===== config.mk =====
export PLATFORM = sky130hd
export DESIGN_NAME = rpn_ram
export DESIGN_NICKNAME = d
export VERILOG_FILES = /design/src/rpn_ram.sv
export SDC_FILE = /design/constraint.sdc
export NUM_CORES = 1
export LEC_CHECK = 0
export BUFFER_PORTS_ARGS = -buffer_cell sky130_fd_sc_hd__buf_2
export CAP_MARGIN = 20
export CELL_PAD_IN_SITES_DETAIL_PLACEMENT = 1
export CELL_PAD_IN_SITES_GLOBAL_PLACEMENT = 1
export CORE_UTILIZATION = 55
export DETAILED_ROUTE_END_ITERATION = 16
export MAX_ROUTING_LAYER = met4
export PLACE_DENSITY_LB_ADDON = 0.1
export RECOVER_POWER = 100
export SYNTH_ARGS = -nofsm -noshare
export SYNTH_HDL_FRONTEND = slang
export SYNTH_SLANG_ARGS = --single-unit
export TNS_END_PERCENT = 1

===== constraint.sdc =====
create_clock -name clk -period 5.8 [get_ports clk]
set_clock_uncertainty 0.2 [all_clocks]
set_input_delay 1.45 -clock clk [delete_from_list [all_inputs] [get_ports clk]]
set_output_delay 1.45 -clock clk [all_outputs]
set_load 0.1 [all_outputs]

===== src/rpn_ram.sv =====
`timescale 1ns / 1ps
// ----------------------------------------------------------------------------
// rpn_ram
// Simple dual-port synchronous RAM: one write port, one read port with the
// read data registered.
// ----------------------------------------------------------------------------
module rpn_ram #(
  parameter int WIDTH = 32,
  parameter int DEPTH = 16,
  localparam int AW = (DEPTH > 1) ? $clog2(DEPTH) : 1
) (
  input  logic             clk,
  input  logic             we,
  input  logic [AW-1:0]    waddr,
  input  logic [WIDTH-1:0] wdata,
  input  logic [AW-1:0]    raddr,
  output logic [WIDTH-1:0] rdata
);

  logic [WIDTH-1:0] mem [DEPTH];

  always_ff @(posedge clk) begin
    if (we) begin
      mem[waddr] <= wdata;
    end
  end

  always_ff @(posedge clk) begin
    rdata <= mem[raddr];
  end

endmodule


# == Yosys cells after proc, flatten, opt, wreduce, memory -nomap -nowiden ==
# Memories as Yosys holds them, arrays and structs flattened. A register that Yosys moved wholly into a read port is not among the register bits.
# Index checks and enable logic that the tools add are counted.
# word_totals
reg_bits,0
mem_bits_rw,512
inputBits,42
out_inout_bits,32
word_cells,3
memories,1
# op_classes
muxes,2
# mem_list
memory,words,word_bits,rd,rd_clocked_by_memory_dff,wr,line_no,text
mem,16,32,1,1,1,20,logic [WIDTH-1:0] mem [DEPTH];
# op_table
op,n
$mux 1,2

# == Longest topological paths before layout ==
# logic_depth
depth_word,2
mapped_depth,5
ltp_nobuf,3

# == Least setup slack after synthesis ==
# Ideal clock, no wire load.
# synth_timing
kind,in2reg
startpoint,input waddr[2]
endpoint,memory mem[0][0] (enable)
setup_ns,0.461
t_arrival_ns,4.168
t_required_ns,5.139
path_slack_ns,0.970
stages,2
n_path_buf,0
cell_sequence,or3b_2 nor3_1
# synth_rtl
element,line_no,text
"start, declared",14,"input logic [AW-1:0] waddr,"
"end, declared",20,
# Straight into the memory's write port.

# == Worst setup path after layout ==
# layout_timing
startpoint,input waddr[2]
endpoint,memory mem[9][1] (enable)
# Straight into the memory's write port.

==> flow_metrics.env <==
export IMPL_status="finished with violations"
export IMPL_failing_checks="capacitance limit, slew limit"
export IMPL_pwr_density_cell_nw_per_um2=370
export IMPL_synth_most_common_cell="sky130_fd_sc_hd__edfxtp_1"
export IMPL_insertion_delay_ps=590
export IMPL_clockRootBuffer="sky130_fd_sc_hd__clkbuf_16"
export IMPL_synth_main_ff_cell="sky130_fd_sc_hd__edfxtp_1"
export IMPL_grt_pass1_vias=9642
export IMPL_drv_slew=289
export IMPL_hold_class="reg -> reg"
export IMPL_smallest_setup_slack_after_layout_ps=1340
export IMPL_cp_slowest_stage_delay_ps=2070
export IMPL_globalRouteOverflowTotal=0
export IMPL_synth_seq_area_share_pct=80.7
export IMPL_worstPathCellList="clkbuf_1 > nand3b_1 > nor2_1 > buf_4"
export IMPL_clock_tree_buffer_depth=3
export IMPL_initial_utilization_pct=55.8
export IMPL_cts_htree_levels=2
export IMPL_grt_setup_unrepaired="no"
export IMPL_tightest_slew_ps=2930
export IMPL_setup_fix_bufs_post_cts=0
export IMPL_numClockSinks=544
export IMPL_n_antenna_cell=0
export IMPL_drt_wirelength_per_cell_um=29.6
export IMPL_timing_critical_path_from_type="primary input"
export IMPL_io_pin_count=74
export IMPL_critical_path_peak_fanout=21
export IMPL_floorplan_die_height_um=192
export IMPL_post_synth_inst_count=838
export IMPL_crit_required_ps=5850
export IMPL_holdBufCountCts=0
export IMPL_n_fill_cell=2849
export IMPL_worstHoldEndpoint="rdata[27]"
export IMPL_max_cap_violations=14
export IMPL_grt_pass1_wl_um=62600
export IMPL_layout_drive_gt1_share_pct=23.7
export IMPL_tritoncts_num_buffers=53
export IMPL_final_period_minus_worst_setup_slack_ps=4460
export IMPL_timing_reg2reg_worst_path_depth=3
export IMPL_grt_antenna_before_repair=0
export IMPL_timing_setup_tns_ps=0
export IMPL_area_growth_syn_to_layout_pct=13.1
export IMPL_clk_pin_slew_worst_paths_ps=60
export IMPL_gp_routability_congestion=0.734
export IMPL_dpl_worst_slack_ps=1790
export IMPL_dieArea_um2=36900
export IMPL_postSynth_asyncResetShare_pct=0
export IMPL_hpwlAfterDp_um=23200
export IMPL_timing_hold_worst_start="mem[15][27]"
export IMPL_portBuffers=73
export IMPL_wl_um=43100
export IMPL_leakagePower_nw=7.07
export IMPL_remaining_drc_errors=0
export IMPL_count_of_standard_cell_rows=69
export IMPL_synth_avg_cell_area_um2=23.7
export IMPL_crit_slowest_cell="sky130_fd_sc_hd__nor2_1"
export IMPL_final_min_period_over_clock_period_pct=76.9
export IMPL_synth_cell_types=18
export IMPL_synth_seq_cells=544
export IMPL_post_cts_resized_instances=0
export IMPL_timing_critical_path_arrival_ps=4510
export IMPL_worstSetupPathType="in -> reg"
export IMPL_count_of_warnings_emitted_by_yosys=0
export IMPL_die_width_um=192
export IMPL_slew_headroom_pct=-96.4
export IMPL_ant_nets=0
export IMPL_syn_num_nets=880
export IMPL_top_cells_by_area_in_the_synthesized_netlist="sky130_fd_sc_hd__edfxtp_1 77%, sky130_fd_sc_hd__mux4_2 15%, sky130_fd_sc_hd__dfxtp_1 3.2%, sky130_fd_sc_hd__a22oi_1 2.4%, sky130_fd_sc_hd__nand2_1 0.62%"
export IMPL_ir_worst_vdd_uv=305
export IMPL_detailroute_via_count=8996
export IMPL_netlist_area_um2=19900
export IMPL_cts_tree="built"
export IMPL_nNetsFinal=993
export IMPL_drt_first_pass_iters=5
export IMPL_netlist_top_cell_by_area="sky130_fd_sc_hd__edfxtp_1"
export IMPL_drtIter0Drc=579
export IMPL_critPathCaptureType="flip-flop"
export IMPL_yosys_top_cells_count="512 x sky130_fd_sc_hd__edfxtp_1, 128 x sky130_fd_sc_hd__mux4_2, 64 x sky130_fd_sc_hd__a22oi_1"
export IMPL_rr_startpoint="mem[3][10]"
export IMPL_number_of_instances_in_the_placed_design=1357
export IMPL_synth_edff_count=512
export IMPL_reg2reg_setup_slack_ps=4200
export IMPL_hold_violations=0
export IMPL_core_area_um2=35600
export IMPL_synth_top_cell_area_share_pct=77.4
export IMPL_worstReg2RegEnd="rdata[10]"
export IMPL_globalRouteTotalUtil_pct=25.1
export IMPL_final_setup_viols=0
export IMPL_clock_fmax_ghz=0.224
export IMPL_pin_count_of_the_biggest_net_entering_global_routing=65
export IMPL_post_drt_via_cell_ratio=6.17
export IMPL_non_filler_cells_in_the_finished_layout=1457
export IMPL_timing_hold_worst_path_depth=3
-- state kept, by name, summed over array words and instances, names as in the netlist --
signal,cells
mem,512
rdata,32
-- power breakdown --
group / internal (mW) / switching [mW] / total, mW
Combinational: 0.144 / 0.407 / 0.551
Clock: 1.93 / 1.40 / 3.33
Sequential: 4.40 / 0.0293 / 4.43
-- layout by cell type, fill, tap and decap left out, drive strengths merged --
| cell | count |
|---|---|
| clkinv | 11 |
| or3b | 1 |
| buf | 22 |
| clkbuf | 165 |
| edfxtp | 512 |
| dfxtp | 32 |
| nand3 | 1 |
| inv | 2 |
| nor2b | 2 |
| a22oi | 64 |
| nor3 | 4 |
| bufinv | 1 |
| nor2 | 13 |
| mux4 | 128 |
| nand2b | 2 |
| nand3b | 2 |
| and2 | 1 |
| nand2 | 33 |
-- metrics by stage --
| stage | hold WS (ps) | total power [mW] | instance area (µm²) | util, % |
|---|---|---|---|---|
| after CTS | 474 | 8.40 | 22700 | 63.8 |
| final | 469 | 8.31 | 22500 | 63.1 |
| after global routing | 505 | 8.54 | 22500 | 63.1 |
| after global placement | 438 | 5.05 | 20900 | 58.9 |
| after detailed placement | 462 | 5.08 | 21000 | 59.0 |
| after floorplan | 435 | 4.90 | 19900 | - |
-- layout make-up --
| cell class | count | area, µm² | share of cell area [%] |
|---|---|---|---|
| Clock buffer | 86 | 1600 | 7.14 |
| Tap cell | 461 | 577 | 2.57 |
| Timing Repair Buffer | 101 | 489 | 2.18 |
| Clock inverter | 14 | 103 | 0.457 |
| Multi-Input combinational cell | 251 | 3670 | 16.3 |
| Sequential cell | 544 | 16000 | 71.3 |
-- kinds of logic (layout without fill, tap and decap cells) --
family	Yosys count	after routing	share of synthesized area (%)
multiplexers	128	128	14.5
buffers and inverters	43	201	1.12
flip-flops	544	544	80.7
AO/OA/AOI/OAI	64	64	2.42
AND/OR/NAND/NOR	59	59	1.27
-- per-layer routing --
metal	GRT usage, %	vias to the layer above	share of wire (%)
met5	-	-	0
met4	7.27	0	2.2
met3	3.67	67	4.3
met2	43.2	243	53
met1	31.3	4878	40
li1	-	3808	-
-- worst max-delay path: cells and delay by family --
family / cells / cell delay [ps]
and+or+nand+nor: 2 / 2380
buffers and inverters: 2 / 650
-- worst max-delay path by stage --
stage,from,slack (ps),to
floorplan,waddr[2],970,mem[0][0]
global placement,raddr[0],1860,rdata[29]
detailed placement,raddr[0],1790,rdata[29]
CTS,raddr[0],2410,rdata[29]
global route,we,1150,mem[0][13]
finish,waddr[2],1340,mem[9][1]
Power figures use the tool's default switching activity.
