[config.mk]
export PLATFORM = sky130hd
export DESIGN_NAME = rpn_div
export DESIGN_NICKNAME = d
export VERILOG_FILES = /design/src/rpn_pkg.sv /design/src/rpn_div.sv
export SDC_FILE = /design/constraint.sdc
export NUM_CORES = 1
export LEC_CHECK = 0
export ABC_AREA = 1
export BUFFER_PORTS_ARGS = -buffer_cell sky130_fd_sc_hd__buf_2
export CAP_MARGIN = 25
export CORE_MARGIN = 4
export CORE_UTILIZATION = 45
export CTS_CLUSTER_DIAMETER = 100
export CTS_CLUSTER_SIZE = 16
export DETAILED_ROUTE_END_ITERATION = 6
export GPL_TIMING_DRIVEN = 0
export HOLD_SLACK_MARGIN = 0.05
export PLACE_DENSITY = 0.7
export SLEW_MARGIN = 5
export SYNTH_ARGS = -nofsm -noshare
export SYNTH_HDL_FRONTEND = slang
export SYNTH_SLANG_ARGS = --single-unit
[constraint.sdc]
create_clock -name clk -period 8.6 [get_ports clk]
set_clock_uncertainty 0.1 [all_clocks]
set_input_delay 0.43 -clock clk [delete_from_list [all_inputs] [get_ports clk]]
set_output_delay 0.43 -clock clk [all_outputs]
set_load 0.02 [all_outputs]
[src/rpn_pkg.sv]
`timescale 1ns / 1ps
// ----------------------------------------------------------------------------
// rpn_pkg
// Shared types and codes of the reverse-Polish stack evaluator: token codes,
// result status codes, the operand stack entry and the divider result.
// ----------------------------------------------------------------------------
package rpn_pkg;

  localparam int Q_W    = 32;
  localparam int CMD_W  = 4;
  localparam int VIDX_W = 6;
  localparam int ST_W   = 3;

  // Token codes.
  localparam logic [CMD_W-1:0] CMD_PUSH_NUM = 4'd0;
  localparam logic [CMD_W-1:0] CMD_PUSH_VAR = 4'd1;
  localparam logic [CMD_W-1:0] CMD_ASSIGN   = 4'd2;
  localparam logic [CMD_W-1:0] CMD_ADD      = 4'd3;
  localparam logic [CMD_W-1:0] CMD_SUB      = 4'd4;
  localparam logic [CMD_W-1:0] CMD_MUL      = 4'd5;
  localparam logic [CMD_W-1:0] CMD_DIV      = 4'd6;
  localparam logic [CMD_W-1:0] CMD_PRINT    = 4'd7;
  localparam logic [CMD_W-1:0] CMD_READ     = 4'd8;

  // Result status codes.
  localparam logic [ST_W-1:0] ST_OK      = 3'd0;
  localparam logic [ST_W-1:0] ST_PRINTED = 3'd1;
  localparam logic [ST_W-1:0] ST_FEW     = 3'd2;
  localparam logic [ST_W-1:0] ST_NOTVAR  = 3'd3;
  localparam logic [ST_W-1:0] ST_DIVZERO = 3'd4;
  localparam logic [ST_W-1:0] ST_FULL    = 3'd5;
  localparam logic [ST_W-1:0] ST_HALTED  = 3'd6;

  localparam logic signed [Q_W-1:0] Q_MAX = 32'sh7FFF_FFFF;
  localparam logic signed [Q_W-1:0] Q_MIN = 32'sh8000_0000;

  // One operand stack entry: a number, or a reference to a variable slot.
  typedef struct packed {
    logic           is_ref;
    logic [Q_W-1:0] bits;
  } stk_entry_t;

  typedef struct packed {
    logic                  done;
    logic signed [Q_W-1:0] quot;
  } div_res_t;

endpackage

[src/rpn_div.sv]
`timescale 1ns / 1ps
// ----------------------------------------------------------------------------
// rpn_div
// Serial Q16.16 divider: (dividend * 65536) / divisor, truncated toward
// zero and saturated, one quotient bit per cycle.
// ----------------------------------------------------------------------------
module rpn_div (
  input  logic                          clk,
  input  logic                          rst_n,
  input  logic                          start,
  input  logic signed [rpn_pkg::Q_W-1:0] dividend,
  input  logic signed [rpn_pkg::Q_W-1:0] divisor,
  output rpn_pkg::div_res_t             res
);

  typedef enum logic [2:0] {
    D_IDLE = 3'b001,
    D_RUN  = 3'b010,
    D_DONE = 3'b100
  } dstate_t;

  dstate_t     dstate_r, dstate_nxt;
  logic [4:0]  cnt_r, cnt_nxt;
  logic [31:0] rem_r, rem_nxt;
  logic [31:0] dvd_r, dvd_nxt;
  logic [31:0] quo_r, quo_nxt;
  logic [31:0] mb_r, mb_nxt;
  logic        neg_r, neg_nxt;
  logic        sat_r, sat_nxt;

  logic [31:0] ma, mb;
  logic        too_big;
  logic [32:0] trial, diff;
  logic        ge;

  assign ma      = dividend[31] ? (~dividend + 32'd1) : dividend;
  assign mb      = divisor[31] ? (~divisor + 32'd1) : divisor;
  // The quotient needs more than 32 bits exactly when |a| >= |b| * 65536.
  assign too_big = {16'd0, ma} >= {mb, 16'd0};
  assign trial   = {rem_r, dvd_r[31]};
  assign diff    = trial - {1'b0, mb_r};
  assign ge      = trial >= {1'b0, mb_r};

  always_comb begin
    dstate_nxt = dstate_r;
    cnt_nxt    = cnt_r;
    rem_nxt    = rem_r;
    dvd_nxt    = dvd_r;
    quo_nxt    = quo_r;
    mb_nxt     = mb_r;
    neg_nxt    = neg_r;
    sat_nxt    = sat_r;
    unique case (dstate_r)
      D_IDLE: begin
        if (start) begin
          neg_nxt = dividend[31] ^ divisor[31];
          sat_nxt = too_big;
          mb_nxt  = mb;
          rem_nxt = {16'd0, ma[31:16]};
          dvd_nxt = {ma[15:0], 16'd0};
          quo_nxt = '0;
          cnt_nxt = '0;
          dstate_nxt = too_big ? D_DONE : D_RUN;
        end
      end
      D_RUN: begin
        rem_nxt = ge ? diff[31:0] : trial[31:0];
        quo_nxt = {quo_r[30:0], ge};
        dvd_nxt = {dvd_r[30:0], 1'b0};
        cnt_nxt = cnt_r + 5'd1;
        if (cnt_r == 5'd31) begin
          dstate_nxt = D_DONE;
        end
      end
      D_DONE: begin
        dstate_nxt = D_IDLE;
      end
      default: begin
        dstate_nxt = D_IDLE;
      end
    endcase
  end

  always_ff @(posedge clk) begin
    if (!rst_n) begin
      dstate_r <= D_IDLE;
    end else begin
      dstate_r <= dstate_nxt;
    end
  end

  always_ff @(posedge clk) begin
    cnt_r <= cnt_nxt;
    rem_r <= rem_nxt;
    dvd_r <= dvd_nxt;
    quo_r <= quo_nxt;
    mb_r  <= mb_nxt;
    neg_r <= neg_nxt;
    sat_r <= sat_nxt;
  end

  always_comb begin
    res.done = (dstate_r == D_DONE);
    if (sat_r) begin
      res.quot = neg_r ? rpn_pkg::Q_MIN : rpn_pkg::Q_MAX;
    end else if (!neg_r) begin
      res.quot = quo_r[31] ? rpn_pkg::Q_MAX : quo_r;
    end else begin
      res.quot = (quo_r > 32'h8000_0000) ? rpn_pkg::Q_MIN : (~quo_r + 32'd1);
    end
  end

endmodule

Word-level counts from Yosys, hierarchy flattened
Index checks and enable logic that the tools add are counted.
Widths: inputs -> output; s select.

storage, ports and cells
  bits in registers = 138
  word-level logic and storage cells = 50
  output and inout bits = 33
  bits of input ports = 67

operators by class
  reductions and logical operators = 4
  multiplexer cells = 20
  $add $sub $neg = 5
  order comparisons = 3
  equality and inequality tests = 6
  bitwise gates (word level) = 4

operators with widths
  kind                   number
  $mux 32                10
  $pmux 32 s2            3
  $add 32x1->32 const B  3
  $not 32->32            3
  $ge 32x48->1           1
  $ge 33x32->1           1
  $gt 32x32->1 const B   1
  $sub 32x32->32         1
  $mux 31                1
  $pmux 5 s2             1
  $mux 3                 3
  $pmux 3 s2             1
  $reduce_and 2->1       3
  $add 5x1->5 const B    1
  $eq 5x5->1 const B     1
  $mux 5                 1
  $ne 2x2->1 const B     2
  $eq 3x1->1 const B     1
  $eq 3x2->1 const B     1
  $eq 3x3->1 const B     1
  $reduce_bool 2->1      1
  $xor 1x1->1            1

Longest topological paths before layout
Gate-level depths: netlist of the first run.

  word-level depth = 7
  depth in mapped cells = 24
  gate-level depth less buffers = 24

Least setup slack after synthesis of the first run
No wires, ideal clock.

  kind = register to register
  start point = register dstate_r[1]
  end point = register cnt_r[0], enable pin
  cell stages (with the launch flop) = 4
  buffers on the path = 0
  arrival time = 6.500 ns
  path slack = 1.351 ns
  path through = dfxtp_1 -> inv_1 -> nand3_1 -> o21ai_0

on the way
  word-level cells in the longest chain between the ends = 3

RTL lines
  item                                                                     RTL line       RTL
  start, declared                                                          rpn_div.sv:22  dstate_t dstate_r, dstate_nxt;
  start signal, assigned                                                   rpn_div.sv:88  dstate_r <= dstate_nxt;
  $eq 3x1->1 / $eq 3x2->1 (equally long branches)                          rpn_div.sv:53  unique case (dstate_r)
  $ne 2x2->1 (no source line) / $reduce_bool 2->1 (equally long branches)  -
  $reduce_and 2->1 (no source line) *                                      -
  end signal, assigned                                                     rpn_div.sv:93  cnt_r <= cnt_nxt;
  end, declared                                                            rpn_div.sv:23  logic [4:0] cnt_r, cnt_nxt;

Mark *: on every way between the ends. The rest lies on a longest branch, timed or not.
A chain may end at the register's enable or synchronous reset.

==> metrics.yaml, run 1 <==
grt:
  track_usage_pct: 22.1
  grt_antenna_before_repair: 0
  grt_max_degree: 34
  grt_pass1_wl_mm: 46.7
  grt_pass1_vias: 9550
  overflow: 0
sta:
  setup_viol: 0
  period_share_pct: 41.7
  slew_headroom_pct: 31.4
  tns_ns: 0
  fmax_mhz: 279
  hold_viol: 0
  worst_slew_pin_slew_ns: 1.02
  period_needed_ns: 3.58
  timing.final.max_slew_violations: 0
  rsz0062_at_grt: "false"
  finalWorstSetupSlack_ns: 5.02
critical_path:
  critPathSlowestCell: "edfxtp_1"
  endpoint_kind: "output port"
  r2r_slack_ns: 5.68
  required_ns: 8.07
  path_class: "register to output port"
  critical_path_peak_fanout: 10
  startpoint_type: "register"
  critPathArrivalTime_ns: 3.05
  slowest_delay_ns: 0.40
  worstPathCellList: "inv_1 -> ha_1 -> nand3_2 -> inv_1 -> nand4_1 -> nor2_1 -> a31oi_1 -> nor2_4 -> nand2_1 -> buf_2 -> o22ai_1 -> buf_2"
clock_network:
  cts-resized-gates: 0
  hold_buffers: 0
  htree_levels: 4
  cts_max_path_buffers: 2
  cts_tree: "yes"
  clk_pin_slew_ns: 0.06
  clk_latency_ns: 0.42
  cts.repair_timing.setup_buffer_count: 0
  cts_root_buf: "clkbuf_16"
  cts_buffers: 17
  cts_sinks: 122
floorplan:
  start_util_pct: 45.8
  fp-row-count: 55
  pin_count: 100
  die-width_um: 160
  fp.dieH_um: 160
  core_um2: 22700
  dieArea_um2: 25600
synth:
  netlist_top_cells_area: "edfxtp_1, nand2_1, inv_1"
  synth_enable_flop_cells: 119
  syn_area_per_cell_um2: 7.12
  ys_ff_latch: 122
  yosysWarnings: 0
  yosysTopAreaCell: "edfxtp_1"
  ys_top_cells_by_count: "nand2_1, inv_1, nor2_1"
  syn_nets: 1581
  synth_top_flop_cell: "edfxtp_1"
  synth_top_area_share_pct: 34.4
  synth_cell_types: 47
  synth_area_um2: 10400
  syn-instance-count: 1460
  seq_area_frac_synth_pct: 34.9
  yosysMostFrequentCell: "nand2_1"
  async_flop_share_pct: 0
route:
  drt_iter0_drc: 602
  vias: 9918
  routed_wl_mm: 28.4
  ant_nets: 0
  drc_errors: 0
  dr.pass1.iters: 5
  post_drt_via_cell_ratio: 5.28
  drt-wirelength-per-cell_um: 15.1
placement:
  hpwl_mm: 22.6
  place_ws_ns: 4.75
  dpl_cell_area_um2: 11400
  globalplace.congestion: 0.921
  io_buffers: 98
pwr:
  p_leak_uw: 0.00551
  power.internal_uw: 1390
  ir_drop_uv: 103
  p_sw_share_pct: 33.9
  p_switching_uw: 711
  p_clk_share_pct: 35.3
  power_density_nw_per_um2: 176
  seq_power_share_pct: 35.4
  comb_power_share_pct: 29.3
final_layout:
  diodes: 0
  drive_gt1_share_pct: 11.4
  fillerInstances: 2241
  final_cell_area_um2: 12000
  nets: 1702
  syn2layout_area_growth_pct: 15.0
run_status:
  status: "finished clean"
worst_hold_path:
  min_path_type: "input pin to register"
run:
  cap_violations: 0
## registers in the layout (all words and copies together) (netlist names)
name      cells
cnt_r         5
dstate_r      3
dvd_r        16
mb_r         32
neg_r         1
quo_r        32
rem_r        32
sat_r         1
## cell families after synthesis
family | Yosys count | synth area share [%]
buffers and inverters | 249 | 9.36
xor gates and xnor gates | 83 | 6.99
AOI/OAI and AO/OA | 201 | 10.9
DFF | 122 | 34.9
and+or+nand+nor | 751 | 31.3
adders and majority gates | 54 | 6.57
## per-stage QoR
stage / std cells / hold slack [ns] / power [µW] / util (%)
floorplan: 1460 / 0.394 / 1190 / -
detailed placement: 1847 / 0.404 / 1360 / 50.0
global route: 1879 / 0.0940 / 2220 / 52.7
finish: 1879 / 0.0821 / 2100 / 52.7
global placement: 1843 / 0.402 / 1360 / 49.5
CTS: 1879 / 0.0691 / 2110 / 52.7
## worst max-delay path: cells and delay by family (launching register included)
family | cells | cell delay [ns]
AO/OA/AOI/OAI | 2 | 0.52
adder cells (fa/ha/maj) | 1 | 0.23
buffers and inverters | 4 | 0.65
flip-flops | 1 | 0.40
AND/OR/NAND/NOR | 5 | 0.85
## cell usage in the layout, fill, tap and decap left out, drive strengths merged, types with 35 or more instances in the layout
master / netlist / final
xor2: 68 / 68
nor2: 223 / 223
ha: 53 / 53
nand3: 94 / 94
edfxtp: 119 / 119
clkbuf: 23 / 42
inv: 210 / 214
nand2: 346 / 346
buf: 14 / 116
a21oi: 65 / 65
o21ai: 88 / 88
nor3: 35 / 35
## power by group through the flow
stage          Clock [µW]  Combinational [µW]  Sequential (µW)
2_1_floorplan           0                 435              757
3_3_place_gp            0                 587              770
3_5_place_dp            0                 606              755
4_1_cts               752                 611              744
5_1_grt               777                 689              749
6_report              741                 616              744
## layer usage
metal / vias up / track usage [%] / share of wire (%)
met3: 55 / 2.58 / 6.1
met2: 327 / 36.4 / 46
met5: - / 0 / 0
li1: 5067 / - / -
met4: 0 / 8.33 / 2.5
met1: 4469 / 29.9 / 46
## path summary, 6_finish.rpt
kind / start / to / cells past startpoint
worst max-delay path: quo_r[0] / res[30] / 12
worst min-delay path: rst_n / dstate_r[0] / 2
worst max register to register: rem_r[14] / rem_r[21] / 10
worst min register to register: dvd_r[21] / dvd_r[22] / 2
## layout make-up
cell class | count | area (µm²) | area share, %
plain buffers | 37 | 175 | 1.46
inverters | 212 | 798 | 6.67
flip-flops and latches | 122 | 3630 | 30.4
clock buffers | 19 | 433 | 3.62
repair buffers | 102 | 586 | 4.90
multi-input cells | 1089 | 5810 | 48.6
well taps | 285 | 357 | 2.98
clock inverters | 13 | 168 | 1.40
(Power assumes the default switching activity.)
==> run 2, diff against run 1 <==
Settings changed: ABC_AREA 1 to 0, PLACE_DENSITY 0.7 to 0.73.
Clock period 8.6 ns to 2.9 ns, I/O delays scaled along.
==> run 2 against run 1 <==
  * Wire length up 5.2%
  * The flow now finishes with violations (setup timing)
  * Combinational power rose to 4.0 times the previous value
  * Critical path depth up 4
==> metrics.yaml, run 2 <==
placement:
  globalplace.congestion: 0.899  # -2.4%
  hpwl_mm: 19.2  # -15%
  io_buffers: 96  # -2.0%
  place_ws_ns: -1.59  # -6.34 ns
  dpl_cell_area_um2: 11100  # -2.5%
route:
  wl_met2_mm: 14.3  # +10%
  dr.pass1.iters: 7  # +2
  wl_met1_mm: 12.4  # -4.5%
  routed.top_layer: "met4"
  vias: 9602  # -3.2%
  post_drt_via_cell_ratio: 6.00  # +14%
  drc_errors: 0  # unchanged
  drt-wirelength-per-cell_um: 18.7  # +24%
  routed_wl_mm: 29.9  # +5.2%
  drt_iter0_drc: 774  # +29%
  ant_nets: 0  # unchanged
  wl_met3_mm: 2.17  # +26%
synth:
  syn_nets: 1217  # -23%
  async_flop_share_pct: 0  # unchanged
  syn-instance-count: 1096  # -25%
  ys_ff_latch: 122  # unchanged
  yosysMostFrequentCell: "edfxtp_1"
  yosysWarnings: 0  # unchanged
  synth_enable_flop_cells: 119  # unchanged
  seq_area_frac_synth_pct: 37.3  # +2.4 points
  synth_top_flop_cell: "edfxtp_1"
  synth_area_um2: 9740  # -6.4%
  yosysTopAreaCell: "edfxtp_1"
  netlist_top_cells_area: "edfxtp_1, ha_1, xnor2_1"
  syn_area_per_cell_um2: 8.88  # +25%
  synth_top_area_share_pct: 36.7  # +2.3 points
  ys_top_cells_by_count: "edfxtp_1, nor2_1, nand2_1"
  synth_cell_types: 61  # +30%
pwr:
  p_sw_share_pct: 33.0  # -0.82 points
  p_leak_uw: 0.00530  # -3.8%
  p_clk_share_pct: 28.7  # -6.6 points
  power_density_nw_per_um2: 481  # +170%
  p_switching_uw: 2180  # +210%
  power_uw: 6590  # +210%
  seq_power_share_pct: 34.2  # -1.2 points
  comb_power_share_pct: 37.1  # +7.8 points
  power.internal_uw: 4420  # +220%
  ir_drop_uv: 434  # +320%
sta:
  fmax_mhz: 272
  timing.final.max_slew_violations: 0  # unchanged
  rsz0062_at_grt: "true"
  period_needed_ns: 3.68
  finalWorstSetupSlack_ns: -0.779  # -5.79 ns
  worst_slew_pin_slew_ns: 1.23  # +0.215 ns
  setup_viol: 65  # +65
  period_share_pct: 127
  hold_viol: 0  # unchanged
  slew_headroom_pct: 17.9  # -13 points
clock_network:
  cts_tree: "yes"
  cts_sinks: 122  # unchanged
  clk_pin_slew_ns: 0.06  # about the same
  cts_buffers: 17  # unchanged
  htree_levels: 4  # unchanged
  cts_max_path_buffers: 2  # unchanged
  cts_root_buf: "clkbuf_16"
  clk_latency_ns: 0.42  # about the same
floorplan:
  fp-row-count: 53  # -3.6%
  pin_count: 100  # unchanged
  dieArea_um2: 24100  # -6.1%
  core_um2: 21200  # -6.8%
  fp.dieH_um: 155  # -3.1%
  start_util_pct: 46.0  # +0.24 points
  die-width_um: 155  # -3.1%
critical_path:
  r2r_slack_ns: -0.18  # -5.86 ns
  required_ns: 3.10  # -4.97 ns
  endpoint_kind: "register"
  startpoint_type: "input pin"
  worstPathCellList: "buf_8 -> or3_4 -> nor3_4 -> nand4b_1 -> or4_4 -> or3_4 -> o31ai_4 -> xnor2_2 -> ha_1 -> nand4_1 -> nor2_2 -> nand3_2 -> nor4_2 -> nand4_1 -> o31a_1 -> o31a_1"
  critPathArrivalTime_ns: 3.88  # +0.83 ns
  critical_path_peak_fanout: 3  # -7
  path_delay_family: "simple AND/OR/NAND/NOR gates"
  path_class: "input pin to register"
  critPathSlowestCell: "or4_4"
  slowest_delay_ns: 0.50  # +0.10 ns
  cp_num_buf_inv: 1  # -3
final_layout:
  reg.largest.list: "mb_r x32, quo_r x32, rem_r x32"
  diodes: 0  # unchanged
  final_core_util_pct: 64.8  # +12 points
  final_cell_area_um2: 13700  # +15%
  fillerInstances: 1543  # -31%
  final_cell_mix: "edfxtp_1, nor2_1, nand2_1, inv_1, buf_2"
  nets: 1434  # -16%
  drive_gt1_share_pct: 29.5  # +18 points
  layout_commonest_cell: "edfxtp_1"
  syn2layout_area_growth_pct: 40.7
grt:
  grt_pass1_wl_mm: 47.2  # +1.0%
  grt_pass1_vias: 9348  # -2.1%
  grt_antenna_before_repair: 0  # unchanged
  track_usage_pct: 24.0  # +2.0 points
  overflow: 0  # unchanged
  grt_max_degree: 33  # -2.9%
worst_hold_path:
  min_path_type: "input pin to register"
run_status:
  status: "finished, violations left"
  violations: "setup timing"
run:
  cap_violations: 0  # unchanged
run 2: final cells by class:
type / instances / area [µm²] / area share [%]
multi-input cells: 859 / 6860 / 50.1
flip-flops and latches: 122 / 3630 / 26.5
repair buffers: 201 / 1790 / 13.0
clock buffers: 21 / 440 / 3.21
well taps: 275 / 344 / 2.51
plain buffers: 42 / 290 / 2.12
inverters: 70 / 263 / 1.92
clock inverters: 11 / 80.1 / 0.584
run 2: power by group through the flow:
stage | clock (µW) | combinational (µW) | sequential, µW
2_1_floorplan | 0 | 1280 | 2250
6_report | 1890 | 2450 | 2260
3_5_place_dp | 0 | 1760 | 2270
5_1_grt | 2000 | 2630 | 2270
3_3_place_gp | 0 | 1690 | 2280
4_1_cts | 1920 | 2190 | 2240
run 2: logic make-up after synthesis:
logic type      count (synthesis)  synth area share [%]
fa+ha+maj                      54                  7.02
buf+inv                       117                  4.51
simple gates                  402                  21.6
mux                            26                  2.83
flops                         122                  37.3
xor+xnor                       82                  7.38
compound gates                293                  19.3
run 2: what timing repair did:
| item | CTS | global route |
|---|---|---|
| buffers inserted | 61 | 13 |
| gates resized for setup | 187 | 111 |
| setup endpoints to repair | 93 | 78 |
| cloned | 6 | 3 |
| hold buffers | 33 | 0 |
| pin swaps | 55 | 46 |
| endpoints found under the hold margin | 36 | 0 |
run 2: through the flow:
stage / setup TNS [ns] / instances / hold WS [ns]
global route: -26.34 / 1601 / 0.0969
CTS: -19.63 / 1598 / 0.0512
finish: -21.19 / 1601 / 0.0769
global placement: -80.62 / 1467 / 0.266
floorplan: -2.25 / 1096 / 0.137
detailed placement: -33.35 / 1472 / 0.268
run 2: per-layer routing:
layer	track usage (%)	vias up
li1	-	4510
met3	4.20	87
met5	0	-
met4	10.2	0
met1	31.5	4539
met2	39.2	466
run 2: worst register-to-register path, cell delays in order (launching register included):
cell and delay [ns]:
edfxtp_1 0.44, ha_4 0.27, nor2b_4 0.13, o31a_1 0.28, o2111a_2 0.30, nor4_4 0.35
nor2_2 0.09, a21o_4 0.28, mux2_4 0.33, mux2_4 0.26
run 2: worst paths after layout:
check | from | to | depth (start not counted)
setup / recovery | dividend[7] | dstate_r[1] | 16
hold / removal | dividend[2] | dvd_r[18] | 3
setup reg to reg | rem_r[0] | rem_r[6] | 9
hold reg to reg | dvd_r[26] | dvd_r[27] | 2
==> run 3, diff against run 2 <==
Settings changed: TNS_END_PERCENT from default to 1.
==> run 3 against run 2 <==
  * The flow still finishes with violations (setup timing)
  * Power down 5.7%
  * Sequential power about the same
  * Sequential cell count did not move
  * Utilization shrank 7.2 points
==> metrics.yaml, run 3 (synthesized netlist as in run 2, its figures left out) <==
run_status:
  status: "finished, violations left"
  violations: "setup timing"
route:
  ant_nets: 0  # unchanged
  drt-wirelength-per-cell_um: 17.0  # -9.0%
  vias: 8987  # -6.4%
  post_drt_via_cell_ratio: 5.82  # -2.9%
  dr.pass1.iters: 5  # -2
  drt_iter0_drc: 665  # -14%
  drc_errors: 0  # unchanged
  routed_wl_mm: 26.2  # -12%
floorplan:
  fp-row-count: 53  # unchanged
  die-width_um: 155  # unchanged
  pin_count: 100  # unchanged
  start_util_pct: 46.0  # unchanged
  dieArea_um2: 24100  # unchanged
  fp.dieH_um: 155  # unchanged
  core_um2: 21200  # unchanged
pwr:
  p_leak_uw: 0.00478  # -9.8%
  power.internal_uw: 4270  # -3.2%
  comb_power_share_pct: 30.4  # -6.7 points
  ir_drop_uv: 480  # +11%
  seq_power_share_pct: 36.1  # +1.9 points
  p_clk_share_pct: 33.6  # +4.9 points
  p_sw_share_pct: 31.2  # -1.8 points
  power_density_nw_per_um2: 511  # +6.2%
  p_switching_uw: 1940  # -11%
critical_path:
  critical_path_peak_fanout: 5  # +2
  startpoint_type: "input pin"
  required_ns: 3.11  # about the same
  cp-startpoint: "dividend[7]"
  endpoint: "dstate_r[1]"
  path_class: "input pin to register"
  rr_startpoint: "rem_r[0]"
  endpoint_kind: "register"
  r2r_slack_ns: -0.26  # -0.08 ns
  reg2reg_to: "rem_r[29]"
  ff2ff_path_depth: 12  # +3
  critPathArrivalTime_ns: 4.02  # +0.14 ns
grt:
  grt_antenna_before_repair: 0  # unchanged
  grt_pass1_wl_mm: 42.9  # -9.0%
  overflow: 0  # unchanged
  grt_pass1_vias: 8674  # -7.2%
  grt_max_degree: 33  # unchanged
  track_usage_pct: 21.8  # -2.2 points
final_layout:
  nets: 1376  # -4.0%
  fin_cells: 1543  # -3.6%
  drive_gt1_share_pct: 18.7  # -11 points
  regArea_um2: 3630  # unchanged
  diodes: 0  # unchanged
  reg.largest.list: "mb_r x32, quo_r x32, rem_r x32"
  final_cell_area_um2: 12200  # -11%
  final_cell_mix: "edfxtp_1, nor2_1, nand2_1, inv_1, buf_2"
  layout_commonest_cell: "edfxtp_1"
  fillerInstances: 1853  # +20%
  syn2layout_area_growth_pct: 25.0
  multi_input_area_um2: 6010  # -12%
clock_network:
  clk_pin_slew_ns: 0.06  # about the same
  cts_buffers: 17  # unchanged
  cts_sinks: 122  # unchanged
  cts_root_buf: "clkbuf_16"
  cts_tree: "yes"
  cts_max_path_buffers: 2  # unchanged
  htree_levels: 4  # unchanged
  clk_latency_ns: 0.42  # about the same
sta:
  fmax_mhz: 262  # -3.5%
  timing.final.max_slew_violations: 0  # unchanged
  setup_viol: 67  # +3.1%
  period_share_pct: 131  # +4.6 points
  hold_viol: 0  # unchanged
  finalWorstSetupSlack_ns: -0.912  # -0.133 ns
  period_needed_ns: 3.81  # +0.133 ns
  worst_slew_pin_slew_ns: 0.847  # -0.385 ns
  rsz0062_at_grt: "true"
  slew_headroom_pct: 43.5  # +26 points
placement:
  globalplace.congestion: 0.932  # +3.7%
  dpl_cell_area_um2: 10700  # -3.1%
  place_ws_ns: -1.62  # -0.0318 ns
  io_buffers: 96  # unchanged
  dp_cells: 1472  # unchanged
  hpwl_mm: 19.2  # +0.38%
worst_hold_path:
  min_path_type: "input pin to register"
run:
  cap_violations: 0  # unchanged
-- run 3: cell types whose count changed in the layout (fill, tap and decap cells not counted), moves of 8 or more --
| cell | before | now |
|---|---|---|
| a21oi_1 | 36 | 48 |
| a21oi_2 | 20 | 12 |
| buf_4 | 48 | 31 |
| buf_6 | 47 | 14 |
| ha_1 | 36 | 51 |
| ha_4 | 13 | 1 |
| o21ai_0 | 52 | 64 |
| o22ai_1 | 2 | 16 |
| o22ai_4 | 18 | 0 |
-- run 3: what timing repair did --
| action | 4_1_cts | 5_1_grt |
|---|---|---|
| endpoints found under the hold margin | 31 | 0 |
| endpoints found under the setup margin | 98 | 72 |
| setup buffers | 8 | 3 |
| pin swaps | 15 | 12 |
| resized for setup | 106 | 37 |
| hold buffers | 29 | 0 |
-- run 3: layout make-up --
| type | count | area share (%) |
|---|---|---|
| clock inverter | 14 | 1.25 |
| multi-input combinational | 857 | 49.4 |
| timing repair buffer | 141 | 8.85 |
| tap | 275 | 2.83 |
| inverter | 70 | 2.16 |
| buffer | 46 | 2.14 |
| sequential | 122 | 29.9 |
| clock buffer | 18 | 3.53 |
-- run 3: critical path: stages --
cell	delay [ns]
buf_4	0.13
or3_4	0.42
nor3_4	0.19
nand4b_1	0.22
or4_4	0.50
or3_4	0.42
o31ai_4	0.22
xnor2_2	0.11
ha_1	0.31
nand4_1	0.09
nor2_2	0.20
nand3_2	0.11
nor4_4	0.16
nand4_1	0.14
o31a_1	0.35
o31a_1	0.31
-- run 3: stage by stage --
stage	hold WS, ns	setup TNS (ns)	total power (µW)	utilization [%]
after floorplan	0.137	-55.50	3440	-
after global placement	0.267	-190.07	3870	50.2
after detailed placement	0.269	-65.89	3930	50.8
after CTS	0.0537	-24.38	6170	56.8
after global routing	0.0570	-31.96	6520	57.5
final	0.0632	-23.41	6220	57.5
-- run 3: how the worst min path moves through the flow --
stage,startpoint,to,slack (ns),cells past startpoint
2_1_floorplan,rst_n,dstate_r[0],0.14,1
3_3_place_gp,rst_n,dstate_r[0],0.27,2
3_5_place_dp,rst_n,dstate_r[0],0.27,2
4_1_cts,dividend[11],dvd_r[27],0.05,3
5_1_grt,dividend[7],dvd_r[23],0.06,3
6_report,dividend[12],dvd_r[28],0.06,3
-- run 3: power by group through the flow --
stage / Combinational (µW) / Clock [µW] / Sequential [µW]
6_report: 1890 / 2090 / 2240
2_1_floorplan: 1190 / 0 / 2250
3_5_place_dp: 1660 / 0 / 2270
5_1_grt: 2070 / 2190 / 2260
4_1_cts: 1820 / 2110 / 2240
3_3_place_gp: 1580 / 0 / 2280
-- run 3: layer usage --
metal	wire length (µm)	global-route usage [%]	vias to the layer above	part of all wire, %
li1	-	-	4385	-
met1	11900	29.9	4218	46
met2	12200	35.3	335	46
met3	1560	3.14	49	5.9
met4	566	7.78	0	2.2
met5	0	0	-	0
